## src/hdl/pic_pkg.sv

```systemverilog
// Package for the platform interrupt controller: default sizes, bus and
// request decode codes, and the request/result payload structs.
// No dependencies.
`timescale 1ns / 1ps
`default_nettype none

package pic_pkg;

    localparam int NUM_SOURCES_DEF   = 64;
    localparam int PRIORITY_BITS_DEF = 5;

    // action codes
    localparam logic [1:0] ACT_READ    = 2'd0;
    localparam logic [1:0] ACT_WRITE   = 2'd1;
    localparam logic [1:0] ACT_REQUEST = 2'd2;

    // region codes
    localparam logic [2:0] RGN_PRIORITY  = 3'd0;
    localparam logic [2:0] RGN_PENDING   = 3'd1;
    localparam logic [2:0] RGN_ENABLE    = 3'd2;
    localparam logic [2:0] RGN_THRESHOLD = 3'd3;
    localparam logic [2:0] RGN_CLAIM     = 3'd4;

    // decoded operation carried through the scan
    typedef enum logic [3:0] {
        OP_NONE,
        OP_PRIO_RD,
        OP_PRIO_WR,
        OP_PEND_RD,
        OP_EN_RD,
        OP_EN_WR,
        OP_THR_RD,
        OP_THR_WR,
        OP_CLAIM,
        OP_COMPLETE,
        OP_REQUEST
    } op_t;

    typedef struct packed {
        logic [1:0]  action;
        logic [2:0]  region;
        logic [5:0]  index;
        logic [31:0] write_data;
        logic [5:0]  source_id;
    } pic_req_t;

    typedef struct packed {
        logic [31:0] read_data;
        logic        irq_out;
        logic        access_error;
    } pic_rsp_t;

endpackage

`default_nettype wire

```

## src/hdl/pic_ram.sv

```systemverilog
// Per-source state memory: one write port, one read port, registered read.
// Depends on pic_pkg for default sizes.
`timescale 1ns / 1ps
`default_nettype none

module pic_ram
    import pic_pkg::*;
#(
    parameter int WIDTH = PRIORITY_BITS_DEF + 3,
    parameter int DEPTH = NUM_SOURCES_DEF
) (
    input  wire logic                     clk,
    input  wire logic                     we,
    input  wire logic [$clog2(DEPTH)-1:0] waddr,
    input  wire logic [WIDTH-1:0]         wdata,
    input  wire logic [$clog2(DEPTH)-1:0] raddr,
    output logic      [WIDTH-1:0]         rdata
);

    logic [WIDTH-1:0] mem [DEPTH];

    always_ff @(posedge clk)
    begin
        if (we)
        begin
            mem[waddr] <= wdata;
        end
    end

    always_ff @(posedge clk)
    begin
        rdata <= mem[raddr];
    end

endmodule

`default_nettype wire

```

## src/hdl/platform_interrupt_controller.sv

```systemverilog
// Single-context interrupt controller. Every request sweeps the source memory once;
// a claim that finds a source then adds a fix-up write before the result is loaded.
// A new request waits until the previous result is loaded; a result stall holds it off.
// After reset a clearing pass zeroes the source memory; no request is taken meanwhile.
// Depends on pic_pkg and pic_ram.
`timescale 1ns / 1ps
`default_nettype none

module platform_interrupt_controller
    import pic_pkg::*;
#(
    parameter int NUM_SOURCES   = NUM_SOURCES_DEF,
    parameter int PRIORITY_BITS = PRIORITY_BITS_DEF
) (
    input  wire logic     clk,
    input  wire logic     rst_n,
    input  wire logic     req_valid,
    output logic          req_stall,
    input  wire pic_req_t req,
    output logic          rsp_valid,
    input  wire logic     rsp_stall,
    output pic_rsp_t      rsp
);

    // Source memory entry: {priority, pending, enable, in_service}.
    // Source 0 is only ever written back unchanged, so it reads as zero.
    localparam int SRC_W     = $clog2(NUM_SOURCES);
    localparam int EW        = PRIORITY_BITS + 3;
    localparam int NUM_WORDS = (NUM_SOURCES + 31) / 32;
    localparam logic [PRIORITY_BITS-1:0] PRIO_MAX = '1;
    localparam logic [SRC_W-1:0]         LAST_SRC = SRC_W'(NUM_SOURCES - 1);

    typedef enum logic [4:0] {
        ST_CLEAR = 5'b00001,
        ST_IDLE  = 5'b00010,
        ST_SCAN  = 5'b00100,
        ST_FIX   = 5'b01000,
        ST_DONE  = 5'b10000
    } state_t;

    state_t                   state_reg, state_next;
    logic [SRC_W-1:0]         rd_addr_reg, rd_addr_next;
    logic                     issue_reg, issue_next;
    logic                     proc_valid_reg, proc_valid_next;
    logic [SRC_W-1:0]         proc_addr_reg, proc_addr_next;
    op_t                      op_reg, op_next;
    logic                     err_reg, err_next;
    logic [PRIORITY_BITS-1:0] threshold_reg, threshold_next;
    logic                     best_found_reg, best_found_next;
    logic                     second_found_reg, second_found_next;
    logic                     rsp_valid_reg, rsp_valid_next;

    // payload registers, no reset
    logic [5:0]               index_reg, index_next;
    logic [31:0]              data_reg, data_next;
    logic [5:0]               sid_reg, sid_next;
    logic [31:0]              rd_reg, rd_next;
    logic [SRC_W-1:0]         best_id_reg, best_id_next;
    logic [PRIORITY_BITS-1:0] best_prio_reg, best_prio_next;
    logic [PRIORITY_BITS-1:0] second_prio_reg, second_prio_next;
    pic_rsp_t                 rsp_reg, rsp_next;

    // memory ports
    logic                     ram_we;
    logic [SRC_W-1:0]         ram_waddr;
    logic [EW-1:0]            ram_wdata;
    logic [EW-1:0]            ram_rdata;

    pic_ram #(
        .WIDTH (EW),
        .DEPTH (NUM_SOURCES)
    ) u_ram (
        .clk   (clk),
        .we    (ram_we),
        .waddr (ram_waddr),
        .wdata (ram_wdata),
        .raddr (rd_addr_reg),
        .rdata (ram_rdata)
    );

    // ------------------------------------------------------------------
    // Request decode. Range faults are found here; the sweep then only
    // modifies entries of a legal target.
    // ------------------------------------------------------------------
    logic req_accept;
    logic idx_src_ok, word_ok, data_src_ok, sid_ok, is_wr;
    op_t  dec_op;
    logic dec_err;

    assign req_stall  = (state_reg != ST_IDLE);
    assign req_accept = req_valid && !req_stall;

    assign idx_src_ok  = (req.index != 6'd0) && (32'(req.index) < 32'(NUM_SOURCES));
    assign word_ok     = 32'(req.index) < 32'(NUM_WORDS);
    assign data_src_ok = (req.write_data != 32'd0) && (req.write_data < 32'(NUM_SOURCES));
    assign sid_ok      = (req.source_id != 6'd0) && (32'(req.source_id) < 32'(NUM_SOURCES));
    assign is_wr       = (req.action == ACT_WRITE);

    always_comb
    begin
        dec_op  = OP_NONE;
        dec_err = 1'b0;
        unique case (req.action)
            ACT_READ, ACT_WRITE:
            begin
                unique case (req.region)
                    RGN_PRIORITY:
                    begin
                        if (!idx_src_ok)
                            dec_err = 1'b1;
                        else
                            dec_op = is_wr ? OP_PRIO_WR : OP_PRIO_RD;
                    end
                    RGN_PENDING:
                    begin
                        // pending word is read-only: writes do nothing
                        if (!word_ok)
                            dec_err = 1'b1;
                        else if (!is_wr)
                            dec_op = OP_PEND_RD;
                    end
                    RGN_ENABLE:
                    begin
                        if (!word_ok)
                            dec_err = 1'b1;
                        else
                            dec_op = is_wr ? OP_EN_WR : OP_EN_RD;
                    end
                    RGN_THRESHOLD:
                    begin
                        dec_op = is_wr ? OP_THR_WR : OP_THR_RD;
                    end
                    RGN_CLAIM:
                    begin
                        if (!is_wr)
                            dec_op = OP_CLAIM;
                        else if (!data_src_ok)
                            dec_err = 1'b1;
                        else
                            dec_op = OP_COMPLETE;
                    end
                    default:
                    begin
                        dec_err = 1'b1;
                    end
                endcase
            end
            ACT_REQUEST:
            begin
                if (!sid_ok)
                    dec_err = 1'b1;
                else
                    dec_op = OP_REQUEST;
            end
            default:
            begin
                dec_err = 1'b1;
            end
        endcase
    end

    // ------------------------------------------------------------------
    // Sweep datapath. Read of entry k+1 is issued while entry k is
    // modified and written back, so the read and write addresses never
    // coincide inside a sweep; the claim fix-up write lands before the
    // next request's first read.
    // ------------------------------------------------------------------
    logic [PRIORITY_BITS-1:0] cur_prio, mod_prio;
    logic                     cur_pend, cur_en, cur_isv;
    logic                     mod_pend, mod_en, mod_isv;
    logic                     word_hit, addr_nz, qual;
    logic [4:0]               bit_pos;

    assign cur_prio = ram_rdata[EW-1:3];
    assign cur_pend = ram_rdata[2];
    assign cur_en   = ram_rdata[1];
    assign cur_isv  = ram_rdata[0];

    assign word_hit = (32'(proc_addr_reg) >> 5) == 32'(index_reg);
    assign bit_pos  = 5'(32'(proc_addr_reg));
    assign addr_nz  = (proc_addr_reg != '0);

    always_comb
    begin
        mod_prio = cur_prio;
        mod_pend = cur_pend;
        mod_en   = cur_en;
        mod_isv  = cur_isv;
        unique case (op_reg)
            OP_PRIO_WR:
            begin
                if (32'(proc_addr_reg) == 32'(index_reg))
                    mod_prio = data_reg[PRIORITY_BITS-1:0];
            end
            OP_EN_WR:
            begin
                if (word_hit && addr_nz)
                    mod_en = data_reg[bit_pos];
            end
            OP_COMPLETE:
            begin
                // complete of a disabled source is ignored
                if ((32'(proc_addr_reg) == data_reg) && cur_en)
                    mod_isv = 1'b0;
            end
            OP_REQUEST:
            begin
                // a source in service drops further requests
                if ((32'(proc_addr_reg) == 32'(sid_reg)) && !cur_isv)
                    mod_pend = 1'b1;
            end
            default:
            begin
            end
        endcase
    end

    assign qual = addr_nz && mod_pend && mod_en && (mod_prio > threshold_reg);

    // ------------------------------------------------------------------
    // Control and next-state
    // ------------------------------------------------------------------
    always_comb
    begin
        state_next        = state_reg;
        rd_addr_next      = rd_addr_reg;
        issue_next        = issue_reg;
        proc_valid_next   = 1'b0;
        proc_addr_next    = proc_addr_reg;
        op_next           = op_reg;
        err_next          = err_reg;
        threshold_next    = threshold_reg;
        best_found_next   = best_found_reg;
        best_id_next      = best_id_reg;
        best_prio_next    = best_prio_reg;
        second_found_next = second_found_reg;
        second_prio_next  = second_prio_reg;
        index_next        = index_reg;
        data_next         = data_reg;
        sid_next          = sid_reg;
        rd_next           = rd_reg;
        rsp_next          = rsp_reg;
        rsp_valid_next    = rsp_valid_reg && rsp_stall;
        ram_we            = 1'b0;
        ram_waddr         = proc_addr_reg;
        ram_wdata         = {mod_prio, mod_pend, mod_en, mod_isv};

        unique case (state_reg)
            ST_CLEAR:
            begin
                ram_we    = 1'b1;
                ram_waddr = rd_addr_reg;
                ram_wdata = '0;
                if (rd_addr_reg == LAST_SRC)
                begin
                    rd_addr_next = '0;
                    state_next   = ST_IDLE;
                end
                else
                begin
                    rd_addr_next = rd_addr_reg + SRC_W'(1);
                end
            end
            ST_IDLE:
            begin
                if (req_accept)
                begin
                    state_next        = ST_SCAN;
                    rd_addr_next      = '0;
                    issue_next        = 1'b1;
                    op_next           = dec_op;
                    err_next          = dec_err;
                    index_next        = req.index;
                    data_next         = req.write_data;
                    sid_next          = req.source_id;
                    best_found_next   = 1'b0;
                    best_id_next      = '0;
                    best_prio_next    = '0;
                    second_found_next = 1'b0;
                    second_prio_next  = '0;
                    rd_next           = (dec_op == OP_THR_RD) ? 32'(threshold_reg) : 32'd0;
                    // threshold takes effect before the sweep judges irq
                    if (dec_op == OP_THR_WR)
                    begin
                        if (req.write_data > 32'(PRIO_MAX))
                            threshold_next = PRIO_MAX;
                        else
                            threshold_next = req.write_data[PRIORITY_BITS-1:0];
                    end
                end
            end
            ST_SCAN:
            begin
                if (issue_reg)
                begin
                    proc_valid_next = 1'b1;
                    proc_addr_next  = rd_addr_reg;
                    if (rd_addr_reg == LAST_SRC)
                    begin
                        issue_next   = 1'b0;
                        rd_addr_next = '0;
                    end
                    else
                    begin
                        rd_addr_next = rd_addr_reg + SRC_W'(1);
                    end
                end
                if (proc_valid_reg)
                begin
                    ram_we = 1'b1;
                    // best and runner-up; strict compare keeps lowest ID on ties
                    if (qual)
                    begin
                        if (mod_prio > best_prio_reg)
                        begin
                            second_found_next = best_found_reg;
                            second_prio_next  = best_prio_reg;
                            best_found_next   = 1'b1;
                            best_id_next      = proc_addr_reg;
                            best_prio_next    = mod_prio;
                        end
                        else if (mod_prio > second_prio_reg)
                        begin
                            second_found_next = 1'b1;
                            second_prio_next  = mod_prio;
                        end
                    end
                    if (((op_reg == OP_PEND_RD) || (op_reg == OP_EN_RD)) && word_hit && addr_nz)
                    begin
                        rd_next[bit_pos] = (op_reg == OP_PEND_RD) ? cur_pend : cur_en;
                    end
                    if ((op_reg == OP_PRIO_RD) && (32'(proc_addr_reg) == 32'(index_reg)))
                    begin
                        rd_next = 32'(cur_prio);
                    end
                    if (proc_addr_reg == LAST_SRC)
                    begin
                        if ((op_reg == OP_CLAIM) && best_found_next)
                            state_next = ST_FIX;
                        else
                            state_next = ST_DONE;
                    end
                end
            end
            ST_FIX:
            begin
                // claimed source: clear pending, mark in service
                ram_we     = 1'b1;
                ram_waddr  = best_id_reg;
                ram_wdata  = {best_prio_reg, 1'b0, 1'b1, 1'b1};
                state_next = ST_DONE;
            end
            ST_DONE:
            begin
                if (!rsp_valid_reg || !rsp_stall)
                begin
                    rsp_valid_next = 1'b1;
                    rsp_next.access_error = err_reg;
                    if (op_reg == OP_CLAIM)
                    begin
                        rsp_next.read_data = best_found_reg ? 32'(best_id_reg) : 32'd0;
                        rsp_next.irq_out   = best_found_reg ? second_found_reg : 1'b0;
                    end
                    else
                    begin
                        rsp_next.read_data = rd_reg;
                        rsp_next.irq_out   = best_found_reg;
                    end
                    state_next = ST_IDLE;
                end
            end
            default:
            begin
                state_next = ST_IDLE;
            end
        endcase
    end

    always_ff @(posedge clk or negedge rst_n)
    begin
        if (!rst_n)
        begin
            state_reg        <= ST_CLEAR;
            rd_addr_reg      <= '0;
            issue_reg        <= 1'b0;
            proc_valid_reg   <= 1'b0;
            proc_addr_reg    <= '0;
            op_reg           <= OP_NONE;
            err_reg          <= 1'b0;
            threshold_reg    <= '0;
            best_found_reg   <= 1'b0;
            second_found_reg <= 1'b0;
            rsp_valid_reg    <= 1'b0;
        end
        else
        begin
            state_reg        <= state_next;
            rd_addr_reg      <= rd_addr_next;
            issue_reg        <= issue_next;
            proc_valid_reg   <= proc_valid_next;
            proc_addr_reg    <= proc_addr_next;
            op_reg           <= op_next;
            err_reg          <= err_next;
            threshold_reg    <= threshold_next;
            best_found_reg   <= best_found_next;
            second_found_reg <= second_found_next;
            rsp_valid_reg    <= rsp_valid_next;
        end
    end

    always_ff @(posedge clk)
    begin
        index_reg       <= index_next;
        data_reg        <= data_next;
        sid_reg         <= sid_next;
        rd_reg          <= rd_next;
        best_id_reg     <= best_id_next;
        best_prio_reg   <= best_prio_next;
        second_prio_reg <= second_prio_next;
        rsp_reg         <= rsp_next;
    end

    assign rsp_valid = rsp_valid_reg;
    assign rsp       = rsp_reg;

    // ------------------------------------------------------------------
    // Assertions
    // ------------------------------------------------------------------
    a_no_rw_overlap: assert property (@(posedge clk) disable iff (!rst_n)
        (issue_reg && proc_valid_reg) |-> (proc_addr_reg != rd_addr_reg))
        else $error("sweep read and write-back hit the same entry");

    a_fix_is_claim: assert property (@(posedge clk) disable iff (!rst_n)
        (state_reg == ST_FIX) |-> (best_found_reg && (op_reg == OP_CLAIM)))
        else $error("fix-up write without a claimed source");

    a_runner_up: assert property (@(posedge clk) disable iff (!rst_n)
        second_found_reg |-> best_found_reg)
        else $error("runner-up found without a best source");

    a_idle_no_write: assert property (@(posedge clk) disable iff (!rst_n)
        (state_reg == ST_IDLE) |-> !ram_we)
        else $error("memory write while idle");

    a_result_loaded: assert property (@(posedge clk) disable iff (!rst_n)
        ((state_reg == ST_DONE) && (!rsp_valid_reg || !rsp_stall))
            |=> (rsp_valid && (state_reg == ST_IDLE)))
        else $error("finished request did not reach the result register");

endmodule

`default_nettype wire

```

## config.mk

```make
export PLATFORM = sky130hd
export DESIGN_NAME = platform_interrupt_controller
export DESIGN_NICKNAME = d
export VERILOG_FILES = /design/src/hdl/pic_pkg.sv /design/src/hdl/pic_ram.sv /design/src/hdl/platform_interrupt_controller.sv
export SDC_FILE = /design/constraint.sdc
export NUM_CORES = 1
export LEC_CHECK = 0
export ABC_AREA = 0
export BUFFER_PORTS_ARGS = -buffer_cell sky130_fd_sc_hd__buf_2
export CAP_MARGIN = 25
export CORE_MARGIN = 3
export CORE_UTILIZATION = 62
export CTS_CLUSTER_DIAMETER = 150
export DETAILED_ROUTE_END_ITERATION = 10
export GPL_TIMING_DRIVEN = 0
export PLACE_DENSITY = 0.89
export SYNTH_ARGS = -nofsm -noshare
export SYNTH_HDL_FRONTEND = slang
export SYNTH_SLANG_ARGS = --single-unit
export TNS_END_PERCENT = 30
```

## constraint.sdc

```tcl
create_clock -name clk -period 6.8 [get_ports clk]
set_input_delay 1.36 -clock clk [delete_from_list [all_inputs] [get_ports clk]]
set_output_delay 1.36 -clock clk [all_outputs]
set_load 0.005 [all_outputs]
```

# ---- Word level (Yosys, flattened, before mapping)
# Memory sizes are Yosys's and may differ from the RTL's. A register that Yosys moved wholly into a read port is not among the register bits.
# Cells that the tools add are included.
dict set report totals {
  reg_bits 158
  latchBits 0
  mem_bits_rw 512
  rom_bits 0
  in_bits 53
  output_inout_bits 36
  elab_cells 205
  mem_count 1
}
dict set report op_classes {
  addsub 1
  n_mul 0
  div_mod_pow 0
  magnitude_cmp 8
  n_eq_ne 38
  shift 0
  muxes 94
  bitwise 0
  reduce_logical 42
}
# name depth word_bits read_ports rd_clocked_by_memory_dff write_ports line_no
set mem_list {}
lappend mem_list {u_ram.mem 64 8 1 1 1 pic_ram.sv:20} ;# logic [WIDTH-1:0] mem [DEPTH];
# cell count
set ops {}
lappend ops {{2-to-1 mux 32 bit} 4}
lappend ops {{2-to-1 mux 5 bit} 18}
lappend ops {{one-hot mux 32 bit (2 select lines)} 1}
lappend ops {{2-to-1 mux 6 bit} 7}
lappend ops {{2-to-1 mux 1 bit} 37}
lappend ops {{2-to-1 mux 33 bit} 1}
lappend ops {{bitwise mux 32 bit} 1}
lappend ops {{equality test 6 x 32 -> 1 bit} 1}
lappend ops {{greater-than comparator 32 x 5 -> 1 bit, second input constant} 1}
lappend ops {{less-than comparator 32 x 7 -> 1 bit, second input constant} 1}
lappend ops {{nonzero test 32 bit} 1}
lappend ops {{one-hot mux 5 bit (5 select lines)} 1}
lappend ops {{one-hot mux 6 bit (2 select lines)} 2}
lappend ops {{one-hot mux 4 bit (5 select lines)} 1}
lappend ops {{one-hot mux 5 bit (2 select lines)} 2}
lappend ops {{one-hot mux 6 bit (3 select lines)} 1}
lappend ops {{nonzero test 6 bit} 3}
lappend ops {{equality test 4 x 3 -> 1 bit, second input constant} 4}
lappend ops {{!= test 2 bit, second input constant} 8}
lappend ops {{one-hot mux 8 bit (2 select lines)} 1}
lappend ops {{greater-than comparator 5 bit} 3}
lappend ops {{AND reduction 5 bit} 3}
lappend ops {{logical AND 1 bit} 14}
lappend ops {{equality test 4 bit, second input constant} 3}
lappend ops {{other kinds (39)} 64}

# ---- Logic depth before layout (Yosys ltp)
dict set report logic_depth {
  word_depth 15
  ltp_mapped 14
  mapped_depth_nobuf 12
}

# ---- By module
# Synthesis repeated with hierarchy kept, for this count alone.
dict set report hier_totals {
  hier_cells 1727
  area_unflattened_um2 28298.4
}
# module instances cells_each area_each_um2 seq_area_each_um2
set modules_own_cells {}
lappend modules_own_cells {pic_ram 1 972 20190.6 15534.9}
lappend modules_own_cells {platform_interrupt_controller 1 755 8107.8 4585.6}

# ---- Worst setup path before layout
# Ideal clock, no wire load.
dict set report synth_timing {
  path_type {reg-to-reg}
  from {register proc_addr_reg[2]}
  to {memory u_ram.mem[0][3] in the netlist's numbering, data pin}
  setup_time_ps 702
  arrival_ps 4337
  required_time_ps 6098
  setup_slack_ps 1761
  path_stages_with_launch 8
  n_path_buf 2
  synth_period_minus_slack_ps 5039
  path_cell_list {dfrtp_1 -> buf_2 -> buf_2 -> xnor2_1 -> nand2_1 -> nor4_2 -> mux2i_1 -> o21ai_0}
}
dict set report synth_between {
  elab_chain_len 4
}
# item line_no
set synth_lines {}
lappend synth_lines {{from (decl)} platform_interrupt_controller.sv:45} ;# logic [SRC_W-1:0] proc_addr_reg, proc_addr_next;
lappend synth_lines {{from (signal assigned)} platform_interrupt_controller.sv:401} ;# proc_addr_reg <= proc_addr_next;
lappend synth_lines {{equality test 6 bit} platform_interrupt_controller.sv:192} ;# if (32'(proc_addr_reg) == 32'(index_reg))
lappend synth_lines {{2-to-1 mux 5 bit} platform_interrupt_controller.sv:192}
lappend synth_lines {{2-to-1 mux 5 bit} platform_interrupt_controller.sv:189} ;# unique case (op_reg)
lappend synth_lines {{one-hot mux 8 bit (2 select lines)} platform_interrupt_controller.sv:248} ;# unique case (state_reg)
lappend synth_lines {{net ram_wdata[3]} platform_interrupt_controller.sv:66} ;# logic [EW-1:0] ram_wdata;
lappend synth_lines {{to (decl)} pic_ram.sv:20}
# The timed path passes the listed nets, and every way through them passes these cells.

# ---- Worst setup path in the final report
dict set report layout_timing {
  from {register proc_addr_reg[5]}
  to {register best_id_reg[1], enable pin}
}
dict set report layout_between {
  elab_cells_between_ends 20
  classes_between {2 x order compare; 5 x eq/ne; 6 x mux; 7 x reduce/logical}
}
# item line_no
set layout_rtl {}
lappend layout_rtl {{equality test 6 bit (*)} platform_interrupt_controller.sv:192}
lappend layout_rtl {{2-to-1 mux 5 bit (*)} platform_interrupt_controller.sv:192}
lappend layout_rtl {{2-to-1 mux 5 bit (*)} platform_interrupt_controller.sv:189}
lappend layout_rtl {{net mod_prio[1]} platform_interrupt_controller.sv:168} ;# logic [PRIORITY_BITS-1:0] cur_prio, mod_prio;
lappend layout_rtl {{greater-than comparator 5 bit} platform_interrupt_controller.sv:218} ;# assign qual = addr_nz && mod_pend && mod_en && (mod_prio > threshold_reg);
lappend layout_rtl {{logical AND 1 bit} platform_interrupt_controller.sv:218}
lappend layout_rtl {{!= test 2 bit (no source line)} -}
lappend layout_rtl {{AND reduction 5 bit (no source line) (*)} -}
lappend layout_rtl {{to (signal assigned)} platform_interrupt_controller.sv:417} ;# best_id_reg <= best_id_next;
lappend layout_rtl {{to (decl)} platform_interrupt_controller.sv:58} ;# logic [SRC_W-1:0] best_id_reg, best_id_next;
# Mark *: on every way through the listed nets, which the timed path passes. The rest lies on a longest branch.
# A chain may end at the register's enable or synchronous reset.

==> flow_summary.ini <==
[run_status]
status = complete, no violations

[floorplanning]
core_um2 = 44500
rows = 77
io_pins = 89
dieArea_um2 = 48000
start_util = 0.632
dieHeight_um = 219
fp.dieW_um = 219

[clock_tree]
cts_resized = 0
cts_setup_buffers = 0
cts_buffers = 67
clockBufferDepth = 3
ctsRootBufferMaster = clkbuf_16
clock_latency_ps = 610
htree_levels = 3
cts.sinks = 678
cts_tree = built
cts_hold_buf = 0
clkSlewWorstSetupHoldPaths_ps = 60

[timing]
fmax_mhz = 185
timing.final.ws_setup_ps = 1390
holdWs_ps = 471
tns_ps = 0
rsz0062_at_grt = no
setup_viol = 0
finalClockSkew_ps = 22.3
maxSlewHeadroom = 0.271
drv_slew = 0
min_period_ps = 5410
hold_violations = 0
finalCritPeriodShare = 0.795
worst_pin_slew_ps = 1090

[global_routing]
grt_max_degree = 52
grt_pass1_wl_um = 111000
grt_util_all_layers = 0.322
antenna_found_initial = 1
gr-usage-met1 = 0.407
grt.busiest_layer = met2
use_met2 = 0.536
grt_pass1_vias = 17024
globalRouteOverflowTotal = 0
met3_usage = 0.0800

[logic_synthesis]
synth-main-ff-cell = edfxtp_1
synth_top_area_share = 0.681
yosys.area_share.simple = 0.0770
synth-seq-cells = 678
synth_top_family_by_area = multiplexers
synth_area_leaders = edfxtp_1 (68%), mux4_2 (13%), dfrtp_1 (2.8%)
ys_async_sr_fraction = 0.0472
syn_nets = 1666
synth_edf_count = 638
syn_area_um2 = 28100
synth-xor-area-share = 0.00654
synth_top_area_cell = edfxtp_1
synth_compound_area_frac = 0.0287
synth-adder-area-share = 0.00712
postSynthAreaPerCell_um2 = 17.6
syn_inst = 1597
yosysUniqueCellTypes = 62
synth.area.mux_share = 0.147
yosysWarnings = 0
ys_seq_area_frac = 0.715

[power_and_ir_drop]
vdd_drop_max_mv = 0.370
leakage_nw = 7.94
p_per_area_nw_per_um2 = 263

[place]
dp_hpwl_um = 47400
port_buffers = 88
place_ws_ps = 1510
place.gp.congestion = 0.969
dp_cells = 2290

[worst_setup_path]
start_kind = flip-flop
crit_fanout = 10
critPathArrivalTime_ps = 5720
crit_path_frequent_cell = clkbuf_1
critPathRequiredTime_ps = 7110
slowest_delay_ps = 650
r2r_setup_slack_ps = 1390
cp_slowest_cell = nor4_2
worstPathCellList = clkbuf_1 -> xnor2_1 -> nand4_1 -> nor4_2 -> mux2i_1 -> inv_1 -> ha_1 -> and4_1 -> a21oi_1 -> o31ai_1 -> clkbuf_1 -> o41ai_2 -> buf_4
cpLargestDelayFamily = buffers and inverters
end_kind = flip-flop
path_class = reg -> reg
critical_path_buf_inv_count = 4

[final_layout]
largest_reg_flops = 512
final_cell_mix = edfxtp_1 (638), mux4_2 (168), nor2_1 (153), buf_2 (105), nand2_1 (78)
nNetsFinal = 1839
layout-drive-gt1-share = 0.234
layout_commonest_cell = edfxtp_1
area_growth_pct = 13.7
fin_cells = 2412

[detailed_routing]
wirelength_um = 75400
drtAntennaViolNets = 0
vias = 16932
vias_per_cell = 7.02
drtPass1Iterations = 8
drtIter0Drc = 2491
drcViolationCount = 0
avgRoutedWirePerCell_um = 31.3

[min_path]
hold_class = reg -> reg

[flow_run]
maxCapViolations = 0
[worst paths after layout]
check / from / end / cells past startpoint
min in group asynchronous: rst_n / err_reg / 1
worst max register to register: proc_addr_reg[5] / best_id_reg[1] / 13
max in group asynchronous: rst_n / rd_addr_reg[1] / 1
worst min-delay path: err_reg / rsp[0] / 0
worst max-delay path: proc_addr_reg[5] / best_id_reg[1] / 13
worst min register to register: err_reg / rsp[0] / 0
[kinds of logic after synthesis]
kind of cell,Yosys count
fa+ha+maj,16
flops,678
compound gates,120
buf+inv,113
simple gates,447
xor+xnor,21
mux,202
[power by group]
group	total, W	leakage, nW	internal (W)	switching (W)
clock	0.00387	1.09	0.00227	0.00160
sequential	0.00450	4.21	0.00450	0.0000000000000000000431
combinational	0.0000393	2.63	0.0000149	0.0000245
[area by class of cell]
cell class,instances,area (um2)
Inverter,30,114
Buffer,83,399
Clock buffer,82,1800
Timing Repair Buffer,104,741
Clock inverter,36,475
Antenna cell,1,2.50
Fill cell,2539,12500
Multi-Input combinational cell,806,7590
Sequential cell,678,20100
Tap cell,592,741
[per-stage QoR]
stage | instance area [um2] | utilization | total power, W
2_1_floorplan | 28100 | - | 0.00460
3_3_place_gp | 29300 | 0.658 | 0.00462
3_5_place_dp | 29700 | 0.666 | 0.00463
4_1_cts | 31900 | 0.718 | 0.00842
5_1_grt | 32000 | 0.718 | 0.00858
6_report | 32000 | 0.718 | 0.00841
[per-layer routing]
layer / share of wire / up-vias
met5: 0.00017 / -
met4: 0.057 / 2
met3: 0.11 / 346
met2: 0.49 / 1436
met1: 0.34 / 8430
li1: - / 6718
[synthesized netlist by cell type (5+ instances only)]
| master | count |
|---|---|
| dfxtp_1 | 8 |
| nor2b_1 | 8 |
| o2bb2ai_1 | 5 |
| mux2i_1 | 24 |
| mux2_2 | 10 |
| and3_1 | 13 |
| o31ai_1 | 7 |
| or4_1 | 5 |
| nand2b_1 | 16 |
| o22ai_1 | 6 |
| nor3b_1 | 6 |
| nand3b_1 | 5 |
| nand4_1 | 12 |
| edfxtp_1 | 638 |
| xnor2_1 | 9 |
| o21ai_0 | 23 |
| a221o_1 | 6 |
| a21oi_1 | 31 |
| mux4_2 | 168 |
| nor3_1 | 52 |
| xor2_1 | 12 |
| inv_1 | 28 |
| nand3_1 | 26 |
| buf_6 | 8 |
| clkbuf_1 | 44 |
| a211oi_1 | 8 |
| nor2_1 | 154 |
| buf_1 | 13 |
| and2_1 | 31 |
| or3_1 | 6 |
| dfrtp_1 | 31 |
| ha_1 | 16 |
| nand2_1 | 78 |
| buf_2 | 16 |
| nor4_1 | 23 |
| a21o_1 | 5 |
[worst reg2reg max path, stage by stage (launching register included)]
cell and delay (ps):
dfrtp_1 390, clkbuf_1 610, xnor2_1 210, nand4_1 160, nor4_2 650, mux2i_1 650
inv_1 230, ha_1 350, and4_1 220, a21oi_1 170, o31ai_1 230, clkbuf_1 330
o41ai_2 640, buf_4 290
No activity file was read; power rests on OpenSTA's default activity.
